### src/hdl/ctt_pkg.sv
// shared types, codes and character classes for the config text tokenizer
`timescale 1ns / 1ps
`default_nettype none

package ctt_pkg;

   localparam int LINE_BITS_DEF   = 20;
   localparam int COL_BITS_DEF    = 16;
   localparam int OFFSET_BITS_DEF = 24;
   localparam int KIND_BITS       = 5;

   // scan modes
   typedef enum logic [3:0] {
      MODE_IDLE    = 4'd0,
      MODE_IDENT   = 4'd1,
      MODE_NUMBER  = 4'd2,
      MODE_STRING  = 4'd3,
      MODE_SLASH   = 4'd4,
      MODE_PLUS    = 4'd5,
      MODE_DOT     = 4'd6,
      MODE_LINECOM = 4'd7,
      MODE_BLOCK   = 4'd8,
      MODE_BSTAR   = 4'd9
   } mode_type;

   // token kinds
   localparam logic [KIND_BITS-1:0] KIND_IDENT   = 5'd0;
   localparam logic [KIND_BITS-1:0] KIND_BOOL    = 5'd1;
   localparam logic [KIND_BITS-1:0] KIND_NUMBER  = 5'd2;
   localparam logic [KIND_BITS-1:0] KIND_STRING  = 5'd3;
   localparam logic [KIND_BITS-1:0] KIND_EQUALS  = 5'd4;
   localparam logic [KIND_BITS-1:0] KIND_PLUSEQ  = 5'd5;
   localparam logic [KIND_BITS-1:0] KIND_LBRACK  = 5'd6;
   localparam logic [KIND_BITS-1:0] KIND_RBRACK  = 5'd7;
   localparam logic [KIND_BITS-1:0] KIND_LPAREN  = 5'd8;
   localparam logic [KIND_BITS-1:0] KIND_RPAREN  = 5'd9;
   localparam logic [KIND_BITS-1:0] KIND_PLUS    = 5'd10;
   localparam logic [KIND_BITS-1:0] KIND_MINUS   = 5'd11;
   localparam logic [KIND_BITS-1:0] KIND_STAR    = 5'd12;
   localparam logic [KIND_BITS-1:0] KIND_SLASH   = 5'd13;
   localparam logic [KIND_BITS-1:0] KIND_PERCENT = 5'd14;
   localparam logic [KIND_BITS-1:0] KIND_LBRACE  = 5'd15;
   localparam logic [KIND_BITS-1:0] KIND_RBRACE  = 5'd16;
   localparam logic [KIND_BITS-1:0] KIND_COMMA   = 5'd17;
   localparam logic [KIND_BITS-1:0] KIND_COLON   = 5'd18;
   localparam logic [KIND_BITS-1:0] KIND_AT      = 5'd19;
   localparam logic [KIND_BITS-1:0] KIND_DOLLAR  = 5'd20;
   localparam logic [KIND_BITS-1:0] KIND_DOT     = 5'd22;
   localparam logic [KIND_BITS-1:0] KIND_BANG    = 5'd23;
   localparam logic [KIND_BITS-1:0] KIND_QUEST   = 5'd24;
   localparam logic [KIND_BITS-1:0] KIND_UNEXP   = 5'd25;
   localparam logic [KIND_BITS-1:0] KIND_OPENSTR = 5'd26;
   localparam logic [KIND_BITS-1:0] KIND_OPENCOM = 5'd27;
   localparam logic [KIND_BITS-1:0] KIND_EOF     = 5'd28;

   // keyword progress codes
   localparam logic [3:0] KW_NONE   = 4'd0;
   localparam logic [3:0] KW_T      = 4'd1;
   localparam logic [3:0] KW_TRUE   = 4'd4;
   localparam logic [3:0] KW_F      = 4'd5;
   localparam logic [3:0] KW_FALSE  = 4'd9;

   localparam logic [7:0] CH_NL    = 8'h0A;
   localparam logic [7:0] CH_QUOTE = 8'h22;
   localparam logic [7:0] CH_HASH  = 8'h23;
   localparam logic [7:0] CH_UNDER = 8'h5F;

   typedef struct packed {
      logic [7:0] ch;
      logic       is_end;
   } req_type;

   // token event from the scanner to the output side
   typedef struct packed {
      logic [KIND_BITS-1:0] kind;
      logic [1:0]           sel;
      logic                 last;
   } evt_type;

   localparam logic [1:0] SEL_TOKEN = 2'd0;
   localparam logic [1:0] SEL_HERE  = 2'd1;
   localparam logic [1:0] SEL_EOF   = 2'd2;

   function automatic logic is_digit(input logic [7:0] c);
      return c >= "0" && c <= "9";
   endfunction

   function automatic logic is_alpha(input logic [7:0] c);
      return (c >= "a" && c <= "z") || (c >= "A" && c <= "Z");
   endfunction

   function automatic logic is_space(input logic [7:0] c);
      return c == " " || (c >= 8'd9 && c <= 8'd13);
   endfunction

   function automatic logic is_identch(input logic [7:0] c);
      return is_alpha(c) || is_digit(c) || c == CH_UNDER || c == CH_HASH;
   endfunction

   function automatic logic [3:0] kw_next_prog(input logic [3:0] p, input logic [7:0] c);
      logic [7:0] want;
      case (p)
         4'd1:    want = "r";
         4'd2:    want = "u";
         4'd3:    want = "e";
         4'd5:    want = "a";
         4'd6:    want = "l";
         4'd7:    want = "s";
         4'd8:    want = "e";
         default: want = 8'd0;
      endcase
      return (want != 8'd0 && c == want) ? p + 4'd1 : KW_NONE;
   endfunction

   function automatic logic [KIND_BITS-1:0] punct_kind(input logic [7:0] c);
      case (c)
         "[":     return KIND_LBRACK;
         "]":     return KIND_RBRACK;
         "(":     return KIND_LPAREN;
         ")":     return KIND_RPAREN;
         "-":     return KIND_MINUS;
         "*":     return KIND_STAR;
         "%":     return KIND_PERCENT;
         "{":     return KIND_LBRACE;
         "}":     return KIND_RBRACE;
         ",":     return KIND_COMMA;
         ":":     return KIND_COLON;
         "@":     return KIND_AT;
         "$":     return KIND_DOLLAR;
         "!":     return KIND_BANG;
         "?":     return KIND_QUEST;
         default: return KIND_UNEXP;
      endcase
   endfunction

endpackage

`default_nettype wire

### src/hdl/ctt_scan.sv
// front end: scan state, position counters and token events
`timescale 1ns / 1ps
`default_nettype none

module ctt_scan import ctt_pkg::*; #(
   parameter int LINE_BITS   = LINE_BITS_DEF,
   parameter int COL_BITS    = COL_BITS_DEF,
   parameter int OFFSET_BITS = OFFSET_BITS_DEF
) (
   input  wire logic          clock,
   input  wire logic          reset,
   input  wire logic          in_valid,
   input  wire req_type       in_item,
   output logic               in_ready,
   output logic               push,
   output logic [1:0]         push_count,
   output evt_type            evt0,
   output evt_type            evt1,
   output logic [LINE_BITS-1:0]   tok_line,
   output logic [COL_BITS-1:0]    tok_col,
   output logic [OFFSET_BITS-1:0] tok_off,
   output logic [OFFSET_BITS-1:0] tok_len,
   output logic [LINE_BITS-1:0]   here_line,
   output logic [COL_BITS-1:0]    here_col,
   output logic [OFFSET_BITS-1:0] here_off,
   input  wire logic          queue_room
);

   localparam logic [LINE_BITS-1:0]   LINE_MAX = '1;
   localparam logic [COL_BITS-1:0]    COL_MAX  = '1;
   localparam logic [OFFSET_BITS-1:0] OFF_MAX  = '1;
   localparam logic [LINE_BITS-1:0]   LINE_ONE = LINE_BITS'(1);
   localparam logic [COL_BITS-1:0]    COL_ONE  = COL_BITS'(1);

   mode_type                 mode_ff, mode_in;
   logic [LINE_BITS-1:0]     line_ff, line_in, tline_ff, tline_in;
   logic [COL_BITS-1:0]      col_ff, col_in, tcol_ff, tcol_in;
   logic [OFFSET_BITS-1:0]   off_ff, off_in, toff_ff, toff_in, tlen_ff, tlen_in;
   logic [3:0]               kw_ff, kw_in;
   logic                     ended_ff, ended_in;

   logic [7:0]   c;
   logic         take;
   logic         go_idle;
   logic         adv, adv_lines;
   logic [1:0]   n;
   evt_type      e0, e1;
   logic [OFFSET_BITS-1:0] off_inc;
   logic         first_is_token;

   assign c         = in_item.ch;
   assign in_ready  = queue_room;
   assign take      = in_valid && queue_room;
   assign off_inc   = (off_ff == OFF_MAX) ? OFF_MAX : off_ff + 1'b1;

   // per-byte decision logic
   always_comb begin
      mode_in  = mode_ff;
      tline_in = tline_ff;
      tcol_in  = tcol_ff;
      toff_in  = toff_ff;
      tlen_in  = tlen_ff;
      kw_in    = kw_ff;
      ended_in = ended_ff;
      go_idle  = 1'b0;
      adv      = 1'b0;
      adv_lines = 1'b1;
      n        = 2'd0;
      e0       = '{kind: KIND_EOF, sel: SEL_TOKEN, last: 1'b0};
      e1       = '{kind: KIND_EOF, sel: SEL_TOKEN, last: 1'b0};
      first_is_token = 1'b1;
      if (!ended_ff) begin
         if (in_item.is_end) begin
            n = 2'd1;
            case (mode_ff)
               MODE_IDENT:   e0.kind = (kw_ff == KW_TRUE || kw_ff == KW_FALSE)
                                       ? KIND_BOOL : KIND_IDENT;
               MODE_NUMBER:  e0.kind = KIND_NUMBER;
               MODE_STRING:  e0.kind = KIND_OPENSTR;
               MODE_SLASH:   e0.kind = KIND_SLASH;
               MODE_PLUS:    e0.kind = KIND_PLUS;
               MODE_DOT:     e0.kind = KIND_DOT;
               MODE_BLOCK,
               MODE_BSTAR:   e0.kind = KIND_OPENCOM;
               default:      n = 2'd0;
            endcase
            if (n == 2'd1) begin
               e1 = '{kind: KIND_EOF, sel: SEL_EOF, last: 1'b1};
               n = 2'd2;
            end else begin
               e0 = '{kind: KIND_EOF, sel: SEL_EOF, last: 1'b1};
               n = 2'd1;
            end
            mode_in  = MODE_IDLE;
            ended_in = 1'b1;
         end else begin
            case (mode_ff)
               MODE_IDENT: begin
                  if (is_identch(c)) begin
                     kw_in   = kw_next_prog(kw_ff, c);
                     tlen_in = (tlen_ff == OFF_MAX) ? OFF_MAX : tlen_ff + 1'b1;
                     adv     = 1'b1;
                  end else begin
                     n = 2'd1;
                     e0.kind = (kw_ff == KW_TRUE || kw_ff == KW_FALSE) ? KIND_BOOL : KIND_IDENT;
                     go_idle = 1'b1;
                  end
               end
               MODE_NUMBER: begin
                  if (is_digit(c) || c == ".") begin
                     tlen_in = (tlen_ff == OFF_MAX) ? OFF_MAX : tlen_ff + 1'b1;
                     adv     = 1'b1;
                  end else begin
                     n = 2'd1;
                     e0.kind = KIND_NUMBER;
                     go_idle = 1'b1;
                  end
               end
               MODE_STRING: begin
                  if (c == CH_QUOTE) begin
                     n = 2'd1;
                     e0.kind = KIND_STRING;
                     mode_in = MODE_IDLE;
                  end else begin
                     tlen_in = (tlen_ff == OFF_MAX) ? OFF_MAX : tlen_ff + 1'b1;
                  end
                  adv = 1'b1;
                  adv_lines = 1'b0;
               end
               MODE_SLASH: begin
                  if (c == "/") begin
                     mode_in = MODE_LINECOM;
                     adv = 1'b1;
                  end else if (c == "*") begin
                     mode_in = MODE_BLOCK;
                     tlen_in = (tlen_ff == OFF_MAX) ? OFF_MAX : tlen_ff + 1'b1;
                     adv = 1'b1;
                  end else begin
                     n = 2'd1;
                     e0.kind = KIND_SLASH;
                     go_idle = 1'b1;
                  end
               end
               MODE_PLUS: begin
                  if (c == "=") begin
                     n = 2'd1;
                     e0.kind = KIND_PLUSEQ;
                     first_is_token = 1'b0;
                     mode_in = MODE_IDLE;
                     adv = 1'b1;
                  end else begin
                     n = 2'd1;
                     e0.kind = KIND_PLUS;
                     go_idle = 1'b1;
                  end
               end
               MODE_DOT: begin
                  if (is_digit(c)) begin
                     mode_in = MODE_NUMBER;
                     tlen_in = (tlen_ff == OFF_MAX) ? OFF_MAX : tlen_ff + 1'b1;
                     adv = 1'b1;
                  end else begin
                     n = 2'd1;
                     e0.kind = KIND_DOT;
                     go_idle = 1'b1;
                  end
               end
               MODE_LINECOM: begin
                  if (c == CH_NL) begin
                     go_idle = 1'b1;
                  end else begin
                     adv = 1'b1;
                     adv_lines = 1'b0;
                  end
               end
               MODE_BLOCK, MODE_BSTAR: begin
                  tlen_in = (tlen_ff == OFF_MAX) ? OFF_MAX : tlen_ff + 1'b1;
                  if (mode_ff == MODE_BSTAR && c == "/") begin
                     mode_in = MODE_IDLE;
                  end else begin
                     mode_in = (c == "*") ? MODE_BSTAR : MODE_BLOCK;
                  end
                  adv = 1'b1;
               end
               default: go_idle = 1'b1;
            endcase
            // scan the byte from idle: in idle mode, or after a token or line comment closes
            if (go_idle) begin
               mode_in = MODE_IDLE;
               adv = 1'b1;
               adv_lines = 1'b1;
               if (!is_space(c)) begin
                  tline_in = line_ff;
                  tcol_in  = col_ff;
                  toff_in  = off_ff;
                  tlen_in  = OFFSET_BITS'(1);
                  if (c == "/") begin
                     mode_in = MODE_SLASH;
                  end else if (c == "+") begin
                     mode_in = MODE_PLUS;
                  end else if (is_alpha(c) || c == CH_UNDER || c == CH_HASH) begin
                     mode_in = MODE_IDENT;
                     kw_in = (c == "t") ? KW_T : (c == "f") ? KW_F : KW_NONE;
                  end else if (c == CH_QUOTE) begin
                     mode_in = MODE_STRING;
                     toff_in = off_inc;
                     tlen_in = '0;
                  end else if (is_digit(c)) begin
                     mode_in = MODE_NUMBER;
                  end else if (c == "=") begin
                     if (n == 2'd0) e0 = '{kind: KIND_EQUALS, sel: SEL_HERE, last: 1'b0};
                     else           e1 = '{kind: KIND_EQUALS, sel: SEL_HERE, last: 1'b0};
                     n = n + 2'd1;
                  end else if (c == ".") begin
                     mode_in = MODE_DOT;
                  end else begin
                     if (n == 2'd0) e0 = '{kind: punct_kind(c), sel: SEL_HERE, last: 1'b0};
                     else           e1 = '{kind: punct_kind(c), sel: SEL_HERE, last: 1'b0};
                     n = n + 2'd1;
                  end
               end
            end
            if (!first_is_token) begin
               // plus-equals reports the token start with length two
               e0.sel = SEL_HERE;
            end
            if (n == 2'd1) e0.last = 1'b1;
            if (n == 2'd2) e1.last = 1'b1;
         end
      end
   end

   // position counters
   always_comb begin
      line_in = line_ff;
      col_in  = col_ff;
      off_in  = off_ff;
      if (adv && !in_item.is_end && !ended_ff) begin
         off_in = off_inc;
         if (adv_lines && c == CH_NL) begin
            line_in = (line_ff == LINE_MAX) ? LINE_MAX : line_ff + 1'b1;
            col_in  = COL_ONE;
         end else begin
            col_in = (col_ff == COL_MAX) ? COL_MAX : col_ff + 1'b1;
         end
      end
   end

   always_ff @(posedge clock) begin
      if (reset) begin
         mode_ff  <= MODE_IDLE;
         line_ff  <= LINE_ONE;
         col_ff   <= COL_ONE;
         off_ff   <= '0;
         tline_ff <= LINE_ONE;
         tcol_ff  <= COL_ONE;
         toff_ff  <= '0;
         tlen_ff  <= '0;
         kw_ff    <= KW_NONE;
         ended_ff <= 1'b0;
      end else if (take) begin
         mode_ff  <= mode_in;
         line_ff  <= line_in;
         col_ff   <= col_in;
         off_ff   <= off_in;
         tline_ff <= tline_in;
         tcol_ff  <= tcol_in;
         toff_ff  <= toff_in;
         tlen_ff  <= tlen_in;
         kw_ff    <= kw_in;
         ended_ff <= ended_in;
      end
   end

   // event outputs; position snapshots taken before this byte
   assign push       = take && (n != 2'd0);
   assign push_count = n;
   assign evt0       = e0;
   assign evt1       = e1;
   assign tok_line   = tline_ff;
   assign tok_col    = tcol_ff;
   assign tok_off    = toff_ff;
   assign tok_len    = tlen_ff;
   assign here_line  = first_is_token ? line_ff : tline_ff;
   assign here_col   = first_is_token ? col_ff : tcol_ff;
   assign here_off   = first_is_token ? off_ff : toff_ff;

endmodule

`default_nettype wire

### src/hdl/ctt_emit.sv
// back end: result queue, resolves events into result items
`timescale 1ns / 1ps
`default_nettype none

module ctt_emit import ctt_pkg::*; #(
   parameter int LINE_BITS   = LINE_BITS_DEF,
   parameter int COL_BITS    = COL_BITS_DEF,
   parameter int OFFSET_BITS = OFFSET_BITS_DEF,
   localparam int RW = KIND_BITS + LINE_BITS + COL_BITS + 2 * OFFSET_BITS + 1
) (
   input  wire logic                   clock,
   input  wire logic                   reset,
   input  wire logic                   push,
   input  wire logic [1:0]             push_count,
   input  wire evt_type                evt0,
   input  wire evt_type                evt1,
   input  wire logic [LINE_BITS-1:0]   tok_line,
   input  wire logic [COL_BITS-1:0]    tok_col,
   input  wire logic [OFFSET_BITS-1:0] tok_off,
   input  wire logic [OFFSET_BITS-1:0] tok_len,
   input  wire logic [LINE_BITS-1:0]   here_line,
   input  wire logic [COL_BITS-1:0]    here_col,
   input  wire logic [OFFSET_BITS-1:0] here_off,
   output logic                        queue_room,
   output logic                        out_valid,
   output logic [RW-1:0]               out_item,
   input  wire logic                   out_stall
);

   localparam int DEPTH = 4;

   logic [RW-1:0] q_ff [DEPTH];
   logic [1:0]    wp_ff, wp_in, rp_ff, rp_in;
   logic [2:0]    cnt_ff, cnt_in;
   logic [RW-1:0] r0, r1;
   logic          pop;

   // build a result from an event
   function automatic logic [RW-1:0] build(input evt_type e,
      input logic [LINE_BITS-1:0] tl, input logic [COL_BITS-1:0] tc,
      input logic [OFFSET_BITS-1:0] to, input logic [OFFSET_BITS-1:0] tn,
      input logic [LINE_BITS-1:0] hl, input logic [COL_BITS-1:0] hc,
      input logic [OFFSET_BITS-1:0] ho, input logic [OFFSET_BITS-1:0] hn);
      logic [RW-1:0] r;
      case (e.sel)
         SEL_TOKEN: r = {e.kind, tl, tc, to, tn, e.last};
         SEL_HERE:  r = {e.kind, hl, hc, ho, hn, e.last};
         default:   r = {e.kind, hl, hc, ho, {OFFSET_BITS{1'b0}}, e.last};
      endcase
      return r;
   endfunction

   // eof uses the current counters and length zero; a single-byte token uses length one, plus-equals two
   always_comb begin
      r0 = build(evt0, tok_line, tok_col, tok_off, tok_len,
                 here_line, here_col, here_off,
                 (evt0.kind == KIND_PLUSEQ) ? OFFSET_BITS'(2) : OFFSET_BITS'(1));
      r1 = build(evt1, tok_line, tok_col, tok_off, tok_len,
                 here_line, here_col, here_off, OFFSET_BITS'(1));
   end

   assign queue_room = (cnt_ff <= 3'(DEPTH - 2));
   assign out_valid  = (cnt_ff != 3'd0);
   assign out_item   = q_ff[rp_ff];
   assign pop        = out_valid && !out_stall;

   // queue pointers
   always_comb begin
      wp_in  = wp_ff;
      rp_in  = rp_ff;
      cnt_in = cnt_ff;
      if (push) begin
         wp_in  = wp_ff + push_count;
         cnt_in = cnt_in + {1'b0, push_count};
      end
      if (pop) begin
         rp_in  = rp_ff + 2'd1;
         cnt_in = cnt_in - 3'd1;
      end
   end

   always_ff @(posedge clock) begin
      if (reset) begin
         wp_ff  <= '0;
         rp_ff  <= '0;
         cnt_ff <= '0;
      end else begin
         wp_ff  <= wp_in;
         rp_ff  <= rp_in;
         cnt_ff <= cnt_in;
      end
   end

   // queue storage
   always_ff @(posedge clock) begin
      if (push) begin
         q_ff[wp_ff] <= r0;
         if (push_count == 2'd2) q_ff[wp_ff + 2'd1] <= r1;
      end
   end

endmodule

`default_nettype wire

### src/hdl/config_text_tokenizer_top.sv
// top level of the config text tokenizer
//
//   channel | dir | handshake            | payload
//   req     | in  | req_valid, req_stall | req_item (ch, is_end)
//   rsp     | out | rsp_valid, rsp_stall | rsp_kind .. rsp_last
//
// one byte item per cycle while req_stall is low; the scanner classifies each item combinationally
// up to two results per item go into a four-entry result queue, drained one per cycle while rsp_stall is low
// req_stall rises while the queue has fewer than two free entries
// synchronous reset returns the scanner to line 1, column 1, offset 0
// inputs after the end marker are taken and ignored until reset
`timescale 1ns / 1ps
`default_nettype none

module config_text_tokenizer_top import ctt_pkg::*; #(
   parameter int LINE_BITS   = LINE_BITS_DEF,
   parameter int COL_BITS    = COL_BITS_DEF,
   parameter int OFFSET_BITS = OFFSET_BITS_DEF
) (
   input  wire logic    clock,
   input  wire logic    reset,
   input  wire logic    req_valid,
   input  wire req_type req_item,
   output logic         req_stall,
   output logic         rsp_valid,
   output logic [KIND_BITS-1:0]   rsp_kind,
   output logic [LINE_BITS-1:0]   rsp_start_line,
   output logic [COL_BITS-1:0]    rsp_start_column,
   output logic [OFFSET_BITS-1:0] rsp_text_offset,
   output logic [OFFSET_BITS-1:0] rsp_text_length,
   output logic                   rsp_last,
   input  wire logic    rsp_stall
);

   localparam int RW = KIND_BITS + LINE_BITS + COL_BITS + 2 * OFFSET_BITS + 1;

   logic ready, push, room;
   logic [1:0] cnt;
   evt_type e0, e1;
   logic [LINE_BITS-1:0] tl, hl;
   logic [COL_BITS-1:0] tc, hc;
   logic [OFFSET_BITS-1:0] to, tn, ho;
   logic [RW-1:0] ritem;

   ctt_scan #(.LINE_BITS(LINE_BITS), .COL_BITS(COL_BITS), .OFFSET_BITS(OFFSET_BITS)) u_scan (
      .clock(clock), .reset(reset), .in_valid(req_valid), .in_item(req_item),
      .in_ready(ready), .push(push), .push_count(cnt), .evt0(e0), .evt1(e1),
      .tok_line(tl), .tok_col(tc), .tok_off(to), .tok_len(tn),
      .here_line(hl), .here_col(hc), .here_off(ho),
      .queue_room(room)
   );

   ctt_emit #(.LINE_BITS(LINE_BITS), .COL_BITS(COL_BITS), .OFFSET_BITS(OFFSET_BITS)) u_emit (
      .clock(clock), .reset(reset), .push(push), .push_count(cnt),
      .evt0(e0), .evt1(e1), .tok_line(tl), .tok_col(tc), .tok_off(to), .tok_len(tn),
      .here_line(hl), .here_col(hc), .here_off(ho),
      .queue_room(room), .out_valid(rsp_valid), .out_item(ritem), .out_stall(rsp_stall)
   );

   assign req_stall = !ready;
   assign {rsp_kind, rsp_start_line, rsp_start_column, rsp_text_offset,
           rsp_text_length, rsp_last} = ritem;

endmodule

`default_nettype wire

### config.mk
export PLATFORM = sky130hd
export DESIGN_NAME = config_text_tokenizer_top
export DESIGN_NICKNAME = d
export VERILOG_FILES = /design/src/hdl/ctt_pkg.sv /design/src/hdl/ctt_scan.sv /design/src/hdl/ctt_emit.sv /design/src/hdl/config_text_tokenizer_top.sv
export SDC_FILE = /design/constraint.sdc
export NUM_CORES = 1
export LEC_CHECK = 0
export BUFFER_PORTS_ARGS = -buffer_cell sky130_fd_sc_hd__clkbuf_2
export CAP_MARGIN = 20
export CORE_MARGIN = 1
export CORE_UTILIZATION = 35
export DETAILED_ROUTE_END_ITERATION = 10
export PLACE_DENSITY = 0.58
export SLEW_MARGIN = 20
export SYNTH_ARGS = -nofsm -noshare
export SYNTH_HDL_FRONTEND = slang
export SYNTH_HIERARCHICAL = 1
export SYNTH_SLANG_ARGS = --single-unit
export TNS_END_PERCENT = 1
### constraint.sdc
create_clock -name clock -period 32.2 [get_ports clock]
set_clock_uncertainty 0.2 [all_clocks]
set_input_delay 6.44 -clock clock [delete_from_list [all_inputs] [get_ports clock]]
set_output_delay 6.44 -clock clock [all_outputs]
set_load 0.005 [all_outputs]
---- Yosys cells after proc, flatten, opt, wreduce, memory -nomap -nowiden ----
Memories as Yosys holds them, arrays and structs flattened. A register that Yosys moved wholly into a read port is not among the register bits.
Index checks and enable logic that the tools add are counted.
word-level totals
  register bits after elaboration ......... 160
  RAM bits ................................ 360
  input bits .............................. 13
  output and inout port bits .............. 92
  memories kept ........................... 1
operators by class
  add/subtract/negate cells ............... 11
  magnitude comparators ................... 9
  eq/ne operators ......................... 60
  muxes and demuxes ....................... 170
  bitwise operators ....................... 3
  reduce and logical (&&, ||, !) cells .... 41
memory list
  memory       words  width  read ports  clocked after Yosys merged registers in  wr ports  line            source
  u_emit.q_ff  4      90     1           1                                        2         ctt_emit.sv:32  logic [RW-1:0] q_ff [DEPTH];
operators with widths
  cell                                                             count
  24-bit 2-to-1 mux                                                18
  85-bit case mux with 2 select lines                              2
  8-bit 2-to-1 mux                                                 31
  24-bit case mux with 6 select lines                              1
  8-bit by 6-bit == test with 1-bit output, second input constant  17
  4-bit 2-to-1 mux                                                 26
  5-bit case mux with 15 select lines                              1
  8-bit by 7-bit == test with 1-bit output, second input constant  8
  24-bit by 1-bit adder with 24-bit output, second input constant  2
  24-bit == test, second input constant                            2
  16-bit 2-to-1 mux                                                3
  2-bit 2-to-1 mux                                                 23
  1-bit 2-to-1 mux                                                 45
  7-bit case mux with 6 select lines                               1
  20-bit 2-to-1 mux                                                2
  5-bit case mux with 7 select lines                               1
  4-bit by 3-bit == test with 1-bit output, second input constant  8
  5-bit case mux with 6 select lines                               1
  5-bit 2-to-1 mux                                                 5
  20-bit by 1-bit adder with 20-bit output, second input constant  1
  20-bit == test, second input constant                            1
  4-bit case mux with 5 select lines                               1
  16-bit by 1-bit adder with 16-bit output, second input constant  1
  16-bit == test, second input constant                            1
  42 further kinds                                                 92

---- Longest topological paths before layout ----
Gate-level depths: netlist of run 1.
  depth after elaboration ................. 29
  depth in mapped cells ................... 21
  mapped depth without buffers ............ 16

---- Cells and area by module ----
Netlist of run 1, hierarchy kept.
modules (own cells, without submodules)
  module                     times used  cells an instance  area each (µm²)
  ctt_emit                   1           1924               21403.0
  ctt_scan                   1           1296               9708.1
  config_text_tokenizer_top  1           1                  3.8

---- Worst setup path before layout of run 1 ----
No wires, ideal clock.
  kind .................................... input to register
  start point ............................. input req_item[7] (netlist bit)
  end point ............................... memory u_emit/q_ff[2][0] (netlist bit), enable pin
  setup time .............................. 0.570 ns
  arrival ................................. 14.506 ns
  required time ........................... 31.430 ns
  path slack .............................. 16.924 ns
  stages on the path ...................... 19
  path buffers ............................ 7
  path through ............................ buf_6 -> or4b_4 -> buf_6 -> or3_4 -> buf_6 -> nand4b_2 -> o221ai_2 -> or4_1 -> buf_6 -> ha_1 -> nand2b_1 -> mux2i_1 -> a21oi_1 -> o21ai_0 -> nand3b_1 -> clkbuf_1 -> buf_2 -> clkbuf_1 -> o22ai_1
RTL lines
  element      line                             source
  from (decl)  config_text_tokenizer_top.sv:23  input wire req_type req_item,
  to (decl)    ctt_emit.sv:32

==> results of run 1 <==
[how the worst min path moves through the flow]
stage / start / slack, ns / to / cells past startpoint
final: u_scan/line_ff[5]$_SDFFE_PP0P_ / 0.29 / u_scan/tok_line[5]$_SDFFE_PP0P_ / 2
after global routing: u_scan/col_ff[5]$_SDFFE_PP0P_ / 0.32 / u_scan/tok_col[5]$_SDFFE_PP0P_ / 2
after CTS: u_scan/col_ff[5]$_SDFFE_PP0P_ / 0.29 / u_scan/tok_col[5]$_SDFFE_PP0P_ / 2
after detailed placement: u_scan/col_ff[5]$_SDFFE_PP0P_ / 0.29 / u_scan/tok_col[5]$_SDFFE_PP0P_ / 2
after global placement: u_scan/col_ff[5]$_SDFFE_PP0P_ / 0.28 / u_scan/tok_col[5]$_SDFFE_PP0P_ / 2
after floorplan: u_scan/col_ff[5]$_SDFFE_PP0P_ / 0.25 / u_scan/tok_col[5]$_SDFFE_PP0P_ / 2
[worst max-delay path: stages]
cell,delay [ns]
clkbuf_2,0.27
or3_1,0.44
o22a_1,0.24
a31oi_1,0.49
nor2_1,0.25
or4_1,0.73
ha_1,0.37
nand2b_1,0.07
mux2i_1,0.13
a21oi_1,0.09
a31oi_2,0.87
nand2b_4,0.56
buf_4,0.58
a21oi_4,0.24
buf_4,0.85
[area by class of cell]
type | count | area [µm²] | share of cell area
diodes | 3 | 7.507 | 0.0002191
well taps | 1155 | 1445 | 0.04218
inverters | 20 | 87.58 | 0.002557
flip-flops and latches | 522 | 14060 | 0.4104
multi-input cells | 2340 | 15810 | 0.4615
clock buffers | 76 | 1580 | 0.04613
repair buffers | 156 | 949.7 | 0.02772
clock inverters | 34 | 316.6 | 0.009240
[sequential cells by signal, summed over array words and instances, names as in the netlist, named ones only]
register / count
u_emit/q_ff: 360
u_scan/off_ff: 24
u_scan/tok_len: 24
u_scan/tok_off: 24
u_scan/line_ff: 20
u_scan/tok_line: 20
u_scan/col_ff: 16
u_scan/tok_col: 16
u_scan/kw_ff: 4
u_scan/mode_ff: 4
u_emit/cnt_ff: 3
u_emit/rp_ff: 2
u_emit/wp_ff: 2
u_scan/ended_ff: 1
[logic make-up (layout without fill, tap and decap cells)]
family,Yosys count,in the layout
simple gates,892,892
xor+xnor,24,24
flops,522,522
fa+ha+maj,14,14
mux,190,190
compound gates,1220,1220
other cells,0,3
buf+inv,359,286
[placed cells by master (no fill, tap or decap), types with 16 or more instances in the layout]
cell,n
nor3b_1,66
buf_4,50
nor3_1,43
clkinv_2,19
mux4_2,90
a21oi_1,184
dfxtp_1,160
inv_1,18
a211oi_1,23
mux2i_1,20
nand2_1,190
o21ai_0,415
and3_1,23
mux2_2,77
xor2_1,16
nor2_1,109
nand2b_1,24
edfxtp_1,360
nand3_1,300
clkbuf_2,103
o21ai_1,125
a21boi_1,61
o211ai_1,250
a21boi_0,30
clkbuf_16,59
nand4_1,19
[where the power goes]
part	switching, W	internal [W]	total (W)
sequential	0.0000268	0.000769	0.000795
combinational	0.000338	0.000158	0.000497
clock	0.000291	0.000379	0.000670
[layer usage]
| layer | track usage | routed length (µm) | up-vias |
|---|---|---|---|
| li1 | - | - | 12190 |
| met1 | 0.3090 | 44980 | 13490 |
| met2 | 0.3624 | 48890 | 1197 |
| met3 | 0.03382 | 7684 | 211 |
| met4 | 0.07799 | 2913 | 2 |
| met5 | 0 | 8 | - |
[through the flow]
step / setup WS (ns) / std cells / area (µm²)
CTS: 19.53 / 4302 / 34220
floorplan: 16.92 / 3221 / 31110
finish: 19.47 / 4306 / 34260
detailed placement: 18.91 / 4192 / 32320
global route: 19.10 / 4303 / 34250
global placement: 18.89 / 4192 / 32320
==> impl.org, run 1 <==
** Status
- Result of the run :: complete, no violations

** Floorplan
- For this configuration, the core starts out at a cell density of 0.3559.
- The die covers 0.09010 mm².
- Measured along the y axis, the die boundary spans 300.2 µm.
- Area of the core :: 0.08743 mm²
- X dimension of the die :: 300.2 µm
- Row count :: 108
- During I/O placement, the number of pins put on the boundary was roughly 110.

** Yosys
- Cell with the most instances after synthesis :: o21ai_0
- Yosys mapped a number of flops with a built-in enable equal to 360.
- Sorting the synthesized cells by how often they occur yields o21ai_0 (415), edfxtp_1 (360), nand3_1 (300).
- By area, the combinational part of the netlist is dominated by compound AO/OA/AOI/OAI gates.
- The share of the synthesized area in compound gates (AO/OA/AOI/OAI) is 0.2382.
- For this run, the leading register cell type out of synthesis is edfxtp_1.
- Yosys printed 6 warnings.
- Share of the synthesized netlist area taken by xor and xnor gates :: 0.006756
- Register area share after synthesis :: 0.4517
- Share of synthesized flip-flops with an asynchronous set or reset :: 0
- Of the post-synthesis cell area, the part taken by muxes is 0.1005.
- The number of nets handed over by synthesis was 3248.
- In this run, synthesis produced a sequential element count of 522.
- Instance count of the mapped netlist :: ~3200
- Ranked by total cell area, the synthesized netlist is headed by edfxtp_1 (35%), dfxtp_1 (10%), o21ai_0 (6.7%).
- Of the total synthesized cell area, the portion taken by AND, OR, NAND and NOR gates is 0.1497.
- Proportion of netlist area held by the largest area contributor :: 0.3474
- Of all cell types, the one taking the most synthesized area is edfxtp_1.
- Summed instance area of the synthesized netlist :: 0.03111 mm²
- The netlist uses 90 different library cells.
- Post-synthesis adder-cell area fraction :: 0.005871
- Synthesized area divided by synthesized cell count :: around 9.7 µm²

** Critical path
- Worst setup path startpoint :: req_item[3]
- Reg-to-reg startpoint :: u_scan/mode_ff[1]$_SDFFE_PP0P_
- Of all nets on the critical path, the largest fanout is 79.
- The critical path in this run is classified as primary input to flop.
- Required time at the endpoint of the critical path :: 32.23 ns
- The worst setup path is captured at a flop.
- Data arrival time at the worst-slack endpoint :: around 13 ns
- Capture instance of the worst register-to-register path :: u_emit/q_ff[1][10]$_DFFE_PP_
- FF-to-FF setup slack :: roughly 25 ns
- Critical path destination :: u_emit/q_ff[1][10]$_DFFE_PP_
- The worst register-to-register path has a depth of 13.
- STA classifies the critical path startpoint as a primary input.

** CTS
- Root cell of the clock tree :: clkbuf_16
- CTS tree :: built
- Gates resized during post-CTS repair numbered 0.
- The clock reaches the later pin of the worst-skew pair after about 0.65 ns.
- Depth of the CTS H-tree :: 2
- Bufs on Longest Clock Path :: 3
- Clock sink count :: around 520
- Hold-fix buffers at CTS :: 0
- CTS clock-pin slew for the worst setup and hold paths :: approximately 0.060 ns
- TritonCTS created 58 clock buffers.
- After clock tree synthesis, the setup repair step added 0 buffers.

** Detailed routing
- Number of iterations in the first detailed-routing pass :: 5
- Detailed-route DRC error count :: 0
- Post-detailed-routing wire length :: 104.5 mm
- In this run, the number of DRC markers left after iteration 0 of detailed routing was between 3000 and 4000.
- Vias :: 27090
- Post-route ant nets :: 0
- Using the TritonRoute via totals, the vias-per-cell ratio works out to 6.291.
- Dividing the detail-routed wire length by the instance count gives 24.26 µm.

** Cells and area
- Fill cell total of the finished layout :: 8557
- In the final layout, the share of cells above drive strength 1 is 0.1512.
- Compared with the post-synthesis result, the final layout area differs by 10.10%.
- Measured on the finished design, the core utilization comes to 0.3918.
- Nets :: 3125

** Placed design
- Routability-driven placement finished with a final weighted congestion of between 0.8 and 0.9.
- The HPWL after detailed placement is between 50 and 60 mm.
- The count of buffers added on input and output ports is 104.

** Global routing
- The first global-routing pass estimated 160.0 mm of wire.
- Number of global-route vias before repair :: 25980
- The number of antenna violations at the first check in global routing is 2.
- Gr ovfl total :: 0
- Largest net degree at the start of global routing :: 247
- Overall track demand over capacity in global routing :: 0.2255

** Timing
- Final hold viol count :: 0
- Final setup violation count :: 0
- Accumulated negative setup slack :: 0 ns
- Min cycle time layout :: 12.73 ns
- Setup repair after global routing missed its margin :: false
- Slew @ Worst Pin :: 1.225 ns
- For this run, the top clock speed supported by timing is 78.57 MHz.
- Max Slew Vio Count :: 0
- Measured against its own limit, the worst slew margin works out to 0.1834.
- Share of the cycle needed by the critical path after routing :: 0.3953
- Worst Hold Slack :: approximately 0.29 ns

** Run
- The tool flagged a number of max-cap violations equal to 0.

** Worst hold path
- The tightest min-delay check is of the flop to flop type.

** Power and ir drop
- Leakage dissipation :: 9.593 nW
- VDD sags by at most roughly 54 µV.
- Total power draw :: approximately 0.0020 W
- Dividing total power by cell area gives a power density of 57.28 mW/mm².
Note: power is estimated with default switching activity, not from simulation.
==> run 2, diff against run 1 <==
--- a/config.mk
+++ b/config.mk
@@ -5,6 +5,7 @@
 export SDC_FILE = /design/constraint.sdc
 export NUM_CORES = 1
 export LEC_CHECK = 0
+export ABC_AREA = 1
 export BUFFER_PORTS_ARGS = -buffer_cell sky130_fd_sc_hd__clkbuf_2
 export CAP_MARGIN = 20
 export CORE_MARGIN = 1
==> constraint.sdc (replaced) <==
create_clock -name clock -period 12.3 [get_ports clock]
set_clock_uncertainty 0.2 [all_clocks]
set_input_delay 2.46 -clock clock [delete_from_list [all_inputs] [get_ports clock]]
set_output_delay 2.46 -clock clock [all_outputs]
set_load 0.005 [all_outputs]
==> impl.org, run 2 <==
** Detailed routing
- The routed length per placed instance is 17.52 µm (-28%).
- Number of vias per cell after detailed routing :: 5.217 (-17%)
- Detailed-route DRC error count :: 0 (unchanged)
- The via count is 26560 (-1.9%).
- The total length of routed wires was 89.19 mm (-15%).
- The final antenna-violating net count came to 0 (unchanged).
- The first-iteration detailed-routing DRC count came to 1986 (-37%).
- The number of iterations in the first detailed-routing pass came to 6 (+1).

** Yosys
- The share of flip-flops with an asynchronous set or reset after synthesis was 0 (unchanged).
- The average cell area after synthesis came to 7.704 µm² (-20%).
- Summed instance area of the synthesized netlist :: 0.03045 mm² (-2.2%)
- The number of enable flip-flop cells after synthesis came to 360 (unchanged).
- The mux share of post-synthesis cell area came to 0 (-0.1005).
- By area, the combinational part of the netlist is dominated by simple AND/OR/NAND/NOR gates.
- The post-synthesis cell count was 3952 (+23%).
- The sequential share of the synthesized area is 0.4616 (+0.009931).
- Basic-gate share of the synthesized area counting and, or, nand and nor cells :: 0.2242 (+0.07451)
- The share of the synthesized area in the top cell type was 0.3551 (+0.007639).
- The register bit count reported by yosys came to 522 (unchanged).
- The warning count from the yosys run is 6 (unchanged).
- Net count of the mapped netlist :: 3979 (+23%)
- The most used flip-flop cell after synthesis is edfxtp_1.
- Post-synthesis adder-cell area fraction :: 0.006000 (+0.0001291)
- Number of distinct library cells after synthesis :: 52 (-42%)
- Cell with the most instances after synthesis :: nand2_1
- Of all cell types, the one taking the most synthesized area is edfxtp_1.
- Synth area leaders :: edfxtp_1 (36%), nand2_1 (12%), dfxtp_1 (11%)
- The share of the synthesized area in compound gates (AO/OA/AOI/OAI) came to 0.2134 (-0.02480).
- Share of the synthesized netlist area taken by xor and xnor gates :: 0.005178 (-0.001578)
- In the synthesized netlist, the cells that appear most often are nand2_1 (1008), o21ai_0 (502), nor2_1 (381).

** Timing
- Min cycle time layout :: 7.448 ns
- Maximum operating frequency :: 134.3 MHz
- The total setup violations reported at the end of the flow was 0 (unchanged).
- Slew @ Worst Pin :: 1.093 ns (-0.1316 ns)
- Accumulated negative setup slack :: 0 ns (unchanged)
- Setup repair after global routing left no endpoint under its margin.
- The final max-slew violation count came to 0 (unchanged).
- Final hold viol count :: 0 (unchanged)
- The worst max-slew margin expressed relative to the limit came to 0.2711 (+0.08772).
- In the finished design, the share of the clock period the worst path needs comes to 0.6055.

** Power and ir drop
- Leakage dissipation :: 12.18 nW (+27%)
- Net switching power :: 0.002466 W (+280%)
- The combinational group share of total power came to 0.348 (+0.095).
- The sequential share of power came to 0.372 (-0.033).
- The peak supply drop was 112.0 µV (+110%).
- Total power draw :: 0.006428 W (+230%)
- The relative contribution of the clock network to total power was 0.280 (-0.062).
- The design internal power is 0.003963 W (+200%).
- The total power divided by cell area was 193.3 mW/mm² (+240%).
- The switching part of the total power came to 0.3836 (+0.04920).

** CTS
- Root cell of the clock tree :: clkbuf_16
- The register clock-pin slew on the reported worst setup and hold paths was 0.06 ns (about the same).
- The number of setup buffers added after CTS was 0 (unchanged).
- CTS tree :: built
- The H-tree depth was 2 (unchanged).
- Clock sink count :: 522 (unchanged)
- The number of hold buffers added after cts came to 0 (unchanged).
- The number of gates resized after cts came to 0 (unchanged).
- Bufs on Longest Clock Path :: 3 (unchanged)
- Number of buffers inserted during clock tree synthesis :: 56 (-3.4%)
- Source-to-sink clock delay at the later pin of the worst-skew pair :: 0.61 ns (-0.04 ns)

** Cells and area
- Largest register by flop count :: u_emit/q_ff
- The number of nets at the end of the flow came to 3927 (+26%).
- The area growth from synthesis to layout is 9.205%.
- Most common cell after layout, fill and taps aside :: nand2_1
- Max reg flops :: 360 (unchanged)
- Core utilization of the finished layout :: 0.3880 (-0.003797)
- The fraction of layout instances using a drive strength above 1 is 0.1044 (-0.04680).
- Leaving out fill and tap cells, the most frequent cells in the layout are nand2_1 (1007), o21ai_0 (498), nor2_1 (381).

** Global routing
- The via count of the first global-routing pass came to 24550 (-5.5%).
- The global-route wire length before repair came to 139.8 mm (-13%).
- The total routing usage reported by global routing came to 0.1981 (-0.02742).
- Gr ovfl total :: 0 (unchanged)
- The largest net degree at the start of global routing was 111 (-55%).
- The number of antenna violations at the first check in global routing came to 0 (-2).

** Run
- The max-cap check violation count came to 0 (unchanged).

** Critical path
- Capture instance of the worst register-to-register path :: u_emit/q_ff[1][30]$_DFFE_PP_
- Depth of the worst register-to-register path :: 19 (+6)
- Largest fanout on the critical path :: 97 (+23%)
- Reg-to-reg startpoint :: u_scan/mode_ff[0]$_SDFFE_PP0P_
- The critical path required time is 12.32 ns (-19.91 ns).
- STA classifies the critical path endpoint as a flop.
- By startpoint and endpoint, the worst setup path is classified as primary input to flop.
- FF-to-FF setup slack :: 6.41 ns (-19.00 ns)
- Data arrival time at the worst-slack endpoint :: 7.47 ns (-5.29 ns)
- Kind of start point of the critical path :: primary input

** Worst hold path
- Tightest Hold Check Type :: flop to flop
- Min-Delay Startpoint :: u_scan/tok_off[15]$_SDFFE_PP0P_
- The instance count along the most critical hold path is 2 (unchanged).
- Worst-case hold path end point :: u_scan/tok_off[15]$_SDFFE_PP0P_

** Placed design
- The HPWL after detailed placement came to 56.78 mm (+1.6%).
- Number of buffer cells added on primary ports :: 104 (unchanged)
- The placer's final routability congestion estimate came to 0.9050 (+6.6%).

** Floorplan
- X dimension of the die :: 296.9 µm (-1.1%)
- Starting density of the core :: 0.3553 (-0.0005575)
- Area of the core :: 0.08568 mm² (-2.0%)
- Die Outline Area :: 0.08817 mm² (-2.1%)
- The top-level I/O count is 105 (unchanged).
- Row count :: 107 (-0.93%)
- The chip height came to 296.9 µm (-1.1%).

** Status
- The run finished with clean final reports.
## run 2: worst max-delay path: stages
cell	delay [ns]
clkbuf_2	0.12
nor2_1	0.35
nand3_1	0.12
nand3_1	0.17
nand4_1	0.27
nand3_2	0.27
ha_1	0.17
o21ai_0	0.08
nor3_1	0.15
nand3_1	0.16
nor2_1	0.31
nor2_1	0.10
a21oi_1	0.43
nand2_2	0.11
nor2_4	0.12
inv_4	0.10
nor2_8	0.16
inv_6	0.28
o21ai_4	0.13
buf_4	0.50
buf_4	0.80
## run 2: routing by layer
| layer | vias to the layer above | share of wire | wire length [µm] | track usage |
|---|---|---|---|---|
| li1 | 13280 | - | - | - |
| met1 | 12460 | 0.45 | 40440 | 0.2653 |
| met2 | 695 | 0.46 | 40950 | 0.3275 |
| met3 | 122 | 0.060 | 5370 | 0.03160 |
| met4 | 0 | 0.027 | 2433 | 0.05928 |
| met5 | - | 0 | 0 | 0 |
## run 2: final cells by class
type	count	area (µm²)
sequential	522	14060
inverter	350	1341
tap	1144	1431
antenna	1	2.502
clock buffer	67	1474
fill	8837	52430
multi-input combinational	2837	13720
clock inverter	37	471.7
timing repair buffer	133	742.0
## run 2: through the flow
| step | hold slack, ns | cells | cell area [µm²] | setup WS, ns |
|---|---|---|---|---|
| 3_5_place_dp | 0.2541 | 4985 | 31290 | 4.230 |
| 2_1_floorplan | 0.2360 | 3952 | 30450 | 0.3050 |
| 6_report | 0.2613 | 5091 | 33250 | 4.852 |
| 4_1_cts | 0.2642 | 5089 | 33240 | 4.886 |
| 5_1_grt | 0.2775 | 5090 | 33250 | 4.348 |
| 3_3_place_gp | 0.2490 | 4985 | 31290 | 4.202 |
## run 2: worst max path at each step
stage,slack (ns),start,depth (start not counted),end
final,4.85,req_item[1],21,u_emit/q_ff[1][30]$_DFFE_PP_
after floorplan,0.30,req_item[4],15,u_emit/q_ff[3][0]$_DFFE_PP_
after global placement,4.20,req_item[1],21,u_emit/q_ff[3][33]$_DFFE_PP_
after global routing,4.35,req_item[1],21,u_emit/q_ff[3][40]$_DFFE_PP_
after CTS,4.89,req_item[7],23,u_emit/q_ff[1][40]$_DFFE_PP_
after detailed placement,4.23,req_item[6],20,u_emit/q_ff[1][33]$_DFFE_PP_
## run 2: power groups by stage
stage                     Combinational, W  Sequential [W]  Clock (W)
final                              0.00224         0.00239    0.00180
after floorplan                    0.00148         0.00243          0
after CTS                          0.00227         0.00239    0.00184
after detailed placement           0.00226         0.00243          0
after global routing               0.00251         0.00242    0.00191
after global placement             0.00224         0.00243          0
## run 2: kinds of logic after synthesis
| group | after synthesis |
|---|---|
| adders and majority gates | 14 |
| buffers and inverters | 593 |
| AOI/OAI and AO/OA | 1159 |
| and+or+nand+nor | 1646 |
| DFF | 522 |
| xor gates and xnor gates | 18 |
